### src/hw/rtl/ets_pkg.sv
`timescale 1ns / 1ps

package ets_pkg;

   localparam int NUM_CHANNELS = 8;
   localparam int COUNT_WIDTH  = 16;
   localparam int CMP_W        = (COUNT_WIDTH > 16) ? COUNT_WIDTH : 16;
   localparam int QUEUE_DEPTH  = 4;
   localparam int PTR_W        = $clog2(QUEUE_DEPTH);
   localparam int CSR_INDEX_W  = 2;
   localparam int CSR_DATA_W   = 16;

   localparam logic [7:0] CHAN_MASK = 8'((1 << NUM_CHANNELS) - 1);
   localparam logic [COUNT_WIDTH-1:0] COUNT_MAX = '1;

   localparam logic [CSR_INDEX_W-1:0] CSR_TRIG_LOW  = 2'd0;
   localparam logic [CSR_INDEX_W-1:0] CSR_TRIG_HIGH = 2'd1;
   localparam logic [CSR_INDEX_W-1:0] CSR_TIMEOUT   = 2'd2;

   localparam logic [7:0]  TRIG_LOW_RESET  = 8'd2;
   localparam logic [7:0]  TRIG_HIGH_RESET = 8'd10;
   localparam logic [15:0] TIMEOUT_RESET   = 16'd30000;

   typedef enum logic [1:0] {
      PH_IDLE,
      PH_LOW,
      PH_HIGH,
      PH_MEASURE
   } phase_type;

   typedef struct packed {
      logic       start_req;
      logic [7:0] enable_mask;
      logic [7:0] echo_pins;
   } req_type;

   typedef struct packed {
      logic        kind;
      logic [2:0]  channel;
      logic [15:0] elapsed;
      logic [7:0]  trigger_pins;
      logic        busy_res;
      logic        timed_out;
      logic        last;
   } rsp_type;

   // one processed tick waiting for the result side
   typedef struct packed {
      logic [7:0]  fall;
      logic [15:0] elapsed;
      logic [7:0]  trig;
      logic        busy;
      logic        timed_out;
   } tick_rec_type;

endpackage

### src/hw/rtl/multichannel_echo_timer.sv
`timescale 1ns / 1ps
// Channel  Ports                               Direction  Moves
// req      req_valid  req_stall  req_data      in         one tick of echo samples
// rsp      rsp_valid  rsp_stall  rsp_data      out        capture and status results
// csr      csr_we  csr_index  csr_wdata        in         trigger and timeout settings
//
// A tick is taken every cycle while the 4-entry tick queue has room; the front
// updates the trigger sequence in the same cycle it takes the tick.
// The result register issues one result a cycle while rsp_stall is low; a tick
// yields a result per capture plus a status; the queue absorbs bursts of captures.
// Synchronous reset returns the settings to their defaults and the sequencer to idle.
// req_stall rises only when the queue is full; rsp_stall holds the result register.

module multichannel_echo_timer (
   input  logic                            clock,
   input  logic                            reset,
   input  logic                            req_valid,
   output logic                            req_stall,
   input  ets_pkg::req_type                req_data,
   output logic                            rsp_valid,
   input  logic                            rsp_stall,
   output ets_pkg::rsp_type                rsp_data,
   input  logic                            csr_we,
   input  logic [ets_pkg::CSR_INDEX_W-1:0] csr_index,
   input  logic [ets_pkg::CSR_DATA_W-1:0]  csr_wdata
);
   import ets_pkg::*;

   tick_rec_type rec;
   tick_rec_type head;
   logic         q_empty;
   logic         q_full;
   logic         q_pop;
   logic         accept;

   assign req_stall = q_full;
   assign accept    = req_valid && !q_full;

   ets_front u_front (
      .clock     (clock),
      .reset     (reset),
      .accept    (accept),
      .req_data  (req_data),
      .csr_we    (csr_we),
      .csr_index (csr_index),
      .csr_wdata (csr_wdata),
      .rec       (rec)
   );

   ets_queue u_queue (
      .clock     (clock),
      .reset     (reset),
      .push      (accept),
      .push_data (rec),
      .pop       (q_pop),
      .head      (head),
      .empty     (q_empty),
      .full      (q_full)
   );

   ets_back u_back (
      .clock     (clock),
      .reset     (reset),
      .head      (head),
      .empty     (q_empty),
      .pop       (q_pop),
      .rsp_valid (rsp_valid),
      .rsp_stall (rsp_stall),
      .rsp_data  (rsp_data)
   );

endmodule

### src/hw/rtl/ets_front.sv
`timescale 1ns / 1ps

module ets_front (
   input  logic                                clock,
   input  logic                                reset,
   input  logic                                accept,
   input  ets_pkg::req_type                    req_data,
   input  logic                                csr_we,
   input  logic [ets_pkg::CSR_INDEX_W-1:0]     csr_index,
   input  logic [ets_pkg::CSR_DATA_W-1:0]      csr_wdata,
   output ets_pkg::tick_rec_type               rec
);
   import ets_pkg::*;

   logic [7:0]             trig_low_ff;
   logic [7:0]             trig_high_ff;
   logic [15:0]            timeout_ff;

   phase_type              phase_ff, phase_in;
   logic [COUNT_WIDTH-1:0] cnt_ff, cnt_in;
   logic [7:0]             ena_ff, ena_in;
   logic [7:0]             seen_ff, seen_in;
   logic [7:0]             fin_ff, fin_in;

   logic [7:0]             high_eff;
   logic [7:0]             echo;
   logic [7:0]             live_w;
   logic [7:0]             fall_w;
   logic [7:0]             trig_w;
   logic                   to_w;
   logic [COUNT_WIDTH-1:0] el_w;
   logic [CMP_W-1:0]       el_ext;

   always_ff @(posedge clock) begin
      if (reset) begin
         trig_low_ff  <= TRIG_LOW_RESET;
         trig_high_ff <= TRIG_HIGH_RESET;
         timeout_ff   <= TIMEOUT_RESET;
      end else if (csr_we) begin
         case (csr_index)
            CSR_TRIG_LOW:  trig_low_ff  <= csr_wdata[7:0];
            CSR_TRIG_HIGH: trig_high_ff <= csr_wdata[7:0];
            CSR_TIMEOUT:   timeout_ff   <= csr_wdata[15:0];
            default: ;
         endcase
      end
   end

   assign high_eff = (trig_high_ff == 8'd0) ? 8'd1 : trig_high_ff;
   assign echo     = req_data.echo_pins & CHAN_MASK;

   // next state: the phases can chain within one tick
   always_comb begin
      phase_in = phase_ff;
      cnt_in   = cnt_ff;
      ena_in   = ena_ff;
      seen_in  = seen_ff;
      fin_in   = fin_ff;
      live_w   = '0;
      fall_w   = '0;
      trig_w   = '0;
      to_w     = 1'b0;
      el_w     = '0;
      if (accept) begin
         if (phase_ff == PH_IDLE && req_data.start_req) begin
            ena_in   = req_data.enable_mask & CHAN_MASK;
            seen_in  = '0;
            fin_in   = '0;
            cnt_in   = '0;
            phase_in = PH_LOW;
         end
         if (phase_in == PH_LOW) begin
            if (cnt_in < COUNT_WIDTH'(trig_low_ff)) begin
               cnt_in = cnt_in + 1'b1;
            end else begin
               phase_in = PH_HIGH;
               cnt_in   = '0;
            end
         end
         if (phase_in == PH_HIGH) begin
            trig_w = ena_in;
            cnt_in = cnt_in + 1'b1;
            if (cnt_in >= COUNT_WIDTH'(high_eff)) begin
               phase_in = PH_MEASURE;
               cnt_in   = '0;
            end
         end else if (phase_in == PH_MEASURE) begin
            if (cnt_in == COUNT_MAX) begin
               // counter pinned at its top: give up
               to_w     = 1'b1;
               el_w     = cnt_in;
               phase_in = PH_IDLE;
            end else begin
               el_w   = cnt_in + 1'b1;
               cnt_in = el_w;
               if (CMP_W'(el_w) > CMP_W'(timeout_ff)) begin
                  to_w     = 1'b1;
                  phase_in = PH_IDLE;
               end else begin
                  live_w  = ena_in & ~fin_in;
                  fall_w  = live_w & seen_in & ~echo;
                  seen_in = seen_in | (live_w & echo);
                  fin_in  = fin_in | fall_w;
                  if ((fin_in & ena_in) == ena_in) begin
                     phase_in = PH_IDLE;
                  end
               end
            end
            if (phase_in == PH_IDLE) begin
               cnt_in = '0;
            end
         end
      end
   end

   assign el_ext = CMP_W'(el_w);

   always_comb begin
      rec.fall      = fall_w;
      rec.elapsed   = el_ext[15:0];
      rec.trig      = trig_w;
      rec.busy      = (phase_in != PH_IDLE);
      rec.timed_out = to_w;
   end

   always_ff @(posedge clock) begin
      if (reset) begin
         phase_ff <= PH_IDLE;
         cnt_ff   <= '0;
         ena_ff   <= '0;
         seen_ff  <= '0;
         fin_ff   <= '0;
      end else begin
         phase_ff <= phase_in;
         cnt_ff   <= cnt_in;
         ena_ff   <= ena_in;
         seen_ff  <= seen_in;
         fin_ff   <= fin_in;
      end
   end

endmodule

### src/hw/rtl/ets_queue.sv
`timescale 1ns / 1ps

module ets_queue (
   input  logic                  clock,
   input  logic                  reset,
   input  logic                  push,
   input  ets_pkg::tick_rec_type push_data,
   input  logic                  pop,
   output ets_pkg::tick_rec_type head,
   output logic                  empty,
   output logic                  full
);
   import ets_pkg::*;

   tick_rec_type     entry_ff [QUEUE_DEPTH];
   logic [PTR_W-1:0] wr_ptr_ff;
   logic [PTR_W-1:0] rd_ptr_ff;
   logic [PTR_W:0]   count_ff;
   logic             do_push;
   logic             do_pop;

   assign empty   = (count_ff == '0);
   assign full    = (count_ff == (PTR_W+1)'(QUEUE_DEPTH));
   assign do_push = push && !full;
   assign do_pop  = pop && !empty;
   assign head    = entry_ff[rd_ptr_ff];

   always_ff @(posedge clock) begin
      if (do_push) begin
         entry_ff[wr_ptr_ff] <= push_data;
      end
   end

   always_ff @(posedge clock) begin
      if (reset) begin
         wr_ptr_ff <= '0;
         rd_ptr_ff <= '0;
         count_ff  <= '0;
      end else begin
         if (do_push) begin
            wr_ptr_ff <= wr_ptr_ff + 1'b1;
         end
         if (do_pop) begin
            rd_ptr_ff <= rd_ptr_ff + 1'b1;
         end
         case ({do_push, do_pop})
            2'b10:   count_ff <= count_ff + 1'b1;
            2'b01:   count_ff <= count_ff - 1'b1;
            default: count_ff <= count_ff;
         endcase
      end
   end

endmodule

### src/hw/rtl/ets_back.sv
`timescale 1ns / 1ps

module ets_back (
   input  logic                  clock,
   input  logic                  reset,
   input  ets_pkg::tick_rec_type head,
   input  logic                  empty,
   output logic                  pop,
   output logic                  rsp_valid,
   input  logic                  rsp_stall,
   output ets_pkg::rsp_type      rsp_data
);
   import ets_pkg::*;

   logic       rsp_valid_ff, rsp_valid_in;
   rsp_type    rsp_data_ff, rsp_data_in;
   logic [7:0] done_ff, done_in;
   logic [7:0] remain;
   logic [7:0] low_bit;
   logic [2:0] low_idx;
   logic       load;

   assign remain  = head.fall & ~done_ff;
   assign low_bit = remain & (~remain + 8'd1);

   always_comb begin
      low_idx = '0;
      for (int i = NUM_CHANNELS - 1; i >= 0; i--) begin
         if (remain[i]) begin
            low_idx = 3'(i);
         end
      end
   end

   // output register frees up when empty or taken this cycle
   assign load = !rsp_valid_ff || !rsp_stall;

   always_comb begin
      rsp_valid_in = rsp_valid_ff;
      rsp_data_in  = rsp_data_ff;
      done_in      = done_ff;
      pop          = 1'b0;
      if (load) begin
         rsp_valid_in             = !empty;
         rsp_data_in.elapsed      = head.elapsed;
         rsp_data_in.trigger_pins = head.trig;
         rsp_data_in.busy_res     = head.busy;
         if (remain != 8'd0) begin
            // captures first, lowest channel first
            rsp_data_in.kind      = 1'b1;
            rsp_data_in.channel   = low_idx;
            rsp_data_in.timed_out = 1'b0;
            rsp_data_in.last      = 1'b0;
            if (!empty) begin
               done_in = done_ff | low_bit;
            end
         end else begin
            rsp_data_in.kind      = 1'b0;
            rsp_data_in.channel   = '0;
            rsp_data_in.timed_out = head.timed_out;
            rsp_data_in.last      = 1'b1;
            if (!empty) begin
               pop     = 1'b1;
               done_in = '0;
            end
         end
      end
   end

   always_ff @(posedge clock) begin
      if (reset) begin
         rsp_valid_ff <= 1'b0;
         done_ff      <= '0;
      end else begin
         rsp_valid_ff <= rsp_valid_in;
         done_ff      <= done_in;
      end
   end

   always_ff @(posedge clock) begin
      rsp_data_ff <= rsp_data_in;
   end

   assign rsp_valid = rsp_valid_ff;
   assign rsp_data  = rsp_data_ff;

endmodule

### config.mk
export PLATFORM = sky130hd
export DESIGN_NAME = multichannel_echo_timer
export DESIGN_NICKNAME = d
export VERILOG_FILES = /design/src/hw/rtl/ets_pkg.sv /design/src/hw/rtl/multichannel_echo_timer.sv /design/src/hw/rtl/ets_front.sv /design/src/hw/rtl/ets_queue.sv /design/src/hw/rtl/ets_back.sv
export SDC_FILE = /design/constraint.sdc
export NUM_CORES = 1
export LEC_CHECK = 0
export BUFFER_PORTS_ARGS = -buffer_cell sky130_fd_sc_hd__buf_2
export CAP_MARGIN = 40
export CORE_ASPECT_RATIO = 0.7
export CORE_MARGIN = 4
export CORE_UTILIZATION = 60
export DETAILED_ROUTE_END_ITERATION = 7
export GPL_TIMING_DRIVEN = 0
export PLACE_DENSITY_LB_ADDON = 0.3
export SYNTH_ARGS = -nofsm -noshare
export SYNTH_HDL_FRONTEND = slang
export SYNTH_SLANG_ARGS = --single-unit
### constraint.sdc
create_clock -name clock -period 11.4 [get_ports clock]
set_input_delay 3.42 -clock clock [delete_from_list [all_inputs] [get_ports clock]]
set_output_delay 3.42 -clock clock [all_outputs]
set_load 0.01 [all_outputs]
Word-level counts from Yosys, hierarchy flattened
Memory sizes are Yosys's and may differ from the RTL's. A register that Yosys moved wholly into a read port is not among the register bits.
Cells that the tools add are included.
Widths: inputs -> output; s select.
{ "totals": {"reg_bits": 121, "mem_bits_rw": 136, "inputBits": 40, "output_inout_bits": 33, "elab_cells": 159, "mem_count": 1} }
{ "classes": {"addsub": 7, "n_lt_le_gt_ge": 3, "n_eq_ne": 10, "n_mux": 76, "n_bitwise": 16, "n_reduce_logical": 24} }
{ "mem_list": {"columns": ["memory", "words", "word_bits", "read_ports", "rd_ports_with_merged_regs", "write_ports", "line", "text"], "rows": [
  ["u_queue.entry_ff", 4, 34, 1, 1, 1, "ets_queue.sv:15", "tick_rec_type entry_ff [QUEUE_DEPTH];"]
]} }
{ "ops": {"columns": ["cell", "n"], "rows": [
  ["$mux 16", 13],
  ["$mux 8", 25],
  ["$and 8x8->8", 7],
  ["$mux 2", 17],
  ["$add 16x1->16 const B", 2],
  ["$not 8->8", 4],
  ["$mux 3", 8],
  ["$or 8x8->8", 3],
  ["$eq 16x16->1 const B", 1],
  ["$ge 16x8->1", 1],
  ["$gt 16x16->1", 1],
  ["$lt 16x8->1", 1],
  ["$mux 1", 11],
  ["$add 8x1->8 const B", 1],
  ["$eq 2x2->1 const B", 4],
  ["$eq 8x8->1", 1],
  ["$logic_not 8->1", 1],
  ["$reduce_and 2->1", 4],
  ["$reduce_bool 8->1", 1],
  ["$eq 2x1->1 const B", 3],
  ["$logic_not 2->1", 3],
  ["$pmux 3 s2", 1],
  ["$reduce_or 5->1", 1],
  ["$add 2x1->2 const B", 2],
  ["12 further kinds", 20]
]} }

Depth between registers and ports, before layout
{ "depth": {"ltp_word": 21, "depth_mapped": 34, "depth_no_buf": 29} }

By module
From an unflattened synthesis, not the netlist that was laid out.
{ "unflattened": {"hier_cells": 1115, "area_unflattened_um2": 12670.9} }
{ "by_module_without_submodules": {"columns": ["mod", "instances", "cells_each", "area_each_um2", "seq_area_each_um2"], "rows": [
  ["ets_front", 1, 793, 5754.3, 1481.4],
  ["ets_queue", 1, 232, 5442.7, 4264.1],
  ["ets_back", 1, 89, 1460.2, 1111.1],
  ["multichannel_echo_timer", 1, 1, 13.8, 0.0]
]} }

Worst setup path after synthesis
OpenSTA, ideal clock, no wires.
{ "synth_timing": {"path_type": "input -> register", "from": "input port req_data[16] in the netlist's numbering", "to": "memory u_queue.entry_ff[0][32] in the netlist's numbering, data pin", "setup_time_ps": 167, "t_arrival_ps": 9291, "required_time_ps": 11233, "setup_slack_ps": 1942, "cell_stages": 30, "path_buffers": 5, "path_cell_list": "or3b_1 -> buf_2 -> clkbuf_1 -> clkbuf_1 -> nand2_1 -> inv_1 -> ha_1 -> a211o_1 -> a31oi_1 -> a211oi_1 -> nor2_1 -> nand2_1 -> o21ai_0 -> ha_1 -> nand4_1 -> or4b_1 -> buf_2 -> nor3_2 -> xnor2_1 -> ha_1 -> nand3_1 -> nor2_1 -> o2111ai_1 -> o21ai_0 -> mux2_1 -> a2bb2oi_1 -> nor3_1 -> clkbuf_1 -> nand2_1 -> nor2_1"} }
{ "synth_lines": {"columns": ["item", "line", "text"], "rows": [
  ["start: declaration", "multichannel_echo_timer.sv:19", "input ets_pkg::req_type req_data,"],
  ["end: declaration", "ets_queue.sv:15", null]
]} }

==> results.py <==
metrics = {
    "outcome": {
        "status": "completed",
    },
    "clock_tree": {
        "insertion_delay_ns": 0.52,
        "cts.clk_slew.worst_paths_ns": 0.06,
        "cts_tree": "done",
        "h-tree-depth": 1,
        "cts-root-buf": "clkbuf_16",
        "post_cts_buffers": 0,
        "cts.sinks": 259,
        "cts_inserted_buffers": 24,
        "cts_buffer_depth": 3,
    },
    "route": {
        "totalWireLength_um": 30700,
        "detail-route-antenna-nets": 0,
        "via_count": 8897,
        "firstDrtPassIters": 5,
        "drc": 0,
        "wire_per_inst_um": 21.1,
        "vias_per_cell": 6.11,
        "drt_iter0_drc": 1210,
    },
    "final_layout": {
        "nNetsFinal": 1246,
        "layout_common_cells": "167 x edfxtp_1, 114 x nor2_1, 113 x nand2_1, 92 x dfxtp_1, 81 x buf_2",
        "area_growth_pct": 13.7,
        "diodes": 0,
        "final_area_sq_um": 13700,
        "fillCellCount": 1506,
        "final_common_cell": "edfxtp_1",
        "layout-drive-gt1-share": 0.157,
        "final_util": 0.692,
        "stdcell_count": 1456,
    },
    "setup_path": {
        "critPathSlowestCell": "or4b_1",
        "arrival_ns": 11.26,
        "cp_slowest_stage_delay_ns": 0.64,
        "crit_top_cell": "buf_2",
        "crit_fanout": 10,
        "cp_data_required_time_ns": 11.62,
        "r2r_slack_ns": 3.01,
        "endpoint_kind": "flop",
        "crit_path_start_kind": "input pin",
        "critPathBufInv": 7,
        "critical-path-top-delay-family": "simple AND/OR/NAND/NOR gates",
        "timing.setup.critical_path_class": "in -> reg",
    },
    "sta": {
        "worst_slew_pin_slew_ns": 0.933,
        "setup_viol": 0,
        "hold_violations": 0,
        "finalClockSkew_ns": 0.0119,
        "period_share": 0.969,
        "setup_slack_ns": 0.355,
        "rsz0062_at_grt": "no",
        "relSlewSlack": 0.374,
        "slew_violations": 0,
        "max_freq_ghz": 0.0905,
        "min_period_ns": 11.04,
    },
    "synthesis": {
        "synth_nets": 1138,
        "synth_enable_flop_cells": 167,
        "synth_area_leaders": "edfxtp_1 42%, dfxtp_1 15%, mux4_2 6.4%, ha_1 3.8%, nor2_1 3.5%",
        "synth_top_cell_by_area": "edfxtp_1",
        "syn_area_sq_um": 12100,
        "async_reset_ff_frac": 0,
        "postSynthAreaPerCell_sq_um": 11.4,
        "synth_cell_types": 75,
        "synth_top_cell_area_share": 0.416,
        "ys_ff_latch": 259,
        "synthFlopType": "edfxtp_1",
        "synthCells": 1060,
        "synth_warnings": 0,
        "ys_seq_area_frac": 0.569,
    },
    "die": {
        "die_x_um": 177,
        "io_pins": 73,
        "die_h_um": 127,
        "initial_core_util": 0.609,
        "dieArea_sq_um": 22500,
        "core_area_sq_um": 19800,
        "fp-row-count": 43,
    },
    "global_route": {
        "grt_pass1_vias": 8264,
        "grt_max_degree": 28,
        "grt_pass1_wl_um": 47500,
        "antenna_found_initial": 0,
        "grt-ovfl-total": 0,
        "grt_usage": 0.274,
    },
    "pwr": {
        "sw_frac_of_total": 0.269,
        "leakagePower_uw": 0.00509,
        "pwr-share-clk": 0.353,
        "power_density_nw_per_um2": 163,
        "vdd_drop_max_mv": 0.144,
        "switching_power_uw": 599,
        "p_int_uw": 1630,
        "combPwrFrac": 0.164,
        "p_seq_frac": 0.483,
    },
    "job": {
        "maxCapViolations": 0,
    },
    "place": {
        "dp_cells": 1410,
        "placed_area_sq_um": 12900,
        "hpwlAfterDp_um": 22100,
        "port_buffers": 72,
        "place_ws_ns": -0.475,
        "place.gp.congestion": 1.03,
    },
    "min_path": {
        "hold_path_class": "reg -> reg",
    },
}
==> power groups by stage <==
stage	combinational, uW	clock, uW	sequential (uW)
after floorplan	220	0	1100
after global placement	339	0	1100
after detailed placement	351	0	1100
after CTS	353	800	1080
after global routing	396	845	1080
final	366	787	1080
==> layer usage <==
| metal | track usage | vias up | routed length (um) |
|---|---|---|---|
| li1 | - | 4109 | - |
| met1 | 0.439 | 4259 | 14000 |
| met2 | 0.384 | 471 | 13000 |
| met3 | 0.0620 | 58 | 3090 |
| met4 | 0.0586 | 0 | 619 |
| met5 | 0 | - | 0 |
==> cell type report <==
class	count	area, sq um	share of cell area
plain buffers	51	208	0.0152
clock buffers	35	662	0.0483
clock inverters	9	108	0.00785
inverters	57	214	0.0156
multi-input cells	693	4820	0.351
flip-flops and latches	259	6860	0.500
well taps	270	338	0.0246
repair buffers	82	508	0.0371
==> tightest hold or removal path, delay by kind of cell (launching register included) <==
family           cells  cell delay [ns]
AND/OR/NAND/NOR      1             0.05
flip-flops           1             0.31
AO/OA/AOI/OAI        1             0.05
==> logic make-up (layout without fill, tap and decap cells) <==
kind of cell	after synthesis	count (layout)	synth area share
AO/OA/AOI/OAI	215	215	0.116
XOR/XNOR	25	25	0.0182
adder cells (fa/ha/maj)	38	38	0.0401
buffers and inverters	108	234	0.0348
flip-flops	259	259	0.569
multiplexers	46	46	0.0737
AND/OR/NAND/NOR	369	369	0.149
==> flip-flops by register name (all words and copies together) (netlist names), 3 cells and up, named ones only <==
name,cells
u_back.done_ff,8
u_front.cnt_ff,16
u_front.trig_low_ff,8
u_queue.count_ff,3
u_queue.entry_ff,136
u_back.rsp_data,31
u_front.timeout_ff,16
u_front.seen_ff,8
u_front.ena_ff,8
u_front.fin_ff,8
u_front.trig_high_ff,8
==> per-stage QoR <==
stage | setup TNS [ns] | power (uW) | hold slack, ns
3_3_place_gp | -34.19 | 1440 | 0.438
3_5_place_dp | -6.72 | 1450 | 0.447
2_1_floorplan | 0 | 1320 | 0.428
4_1_cts | 0 | 2230 | 0.457
6_report | 0 | 2230 | 0.457
5_1_grt | 0 | 2320 | 0.470
==> timing repair <==
item / in CTS / in global routing
resized for setup: 0 / 11
hold buffers: 0 / 0
endpoints found under the setup margin: 0 / 69
==> final timing paths <==
check | start | end | cells past startpoint
max | req_data[16] | u_queue.entry_ff[1][1] | 31
min | u_front.ena_ff[4] | u_front.ena_ff[4] | 2
max reg2reg | u_front.phase_ff[1] | u_queue.entry_ff[1][1] | 31
min reg2reg | u_front.ena_ff[4] | u_front.ena_ff[4] | 2
==> synth_stat cells, drive strengths merged (14+ instances only) <==
cell type	n
a21oi	78
and2	16
buf	15
clkbuf	36
dfxtp	92
edfxtp	167
ha	37
inv	57
mux4	34
nand2	113
nand3	18
nand4	14
nor2	114
o21ai	52
xnor2	19
No activity file was read; power rests on OpenSTA's default activity.
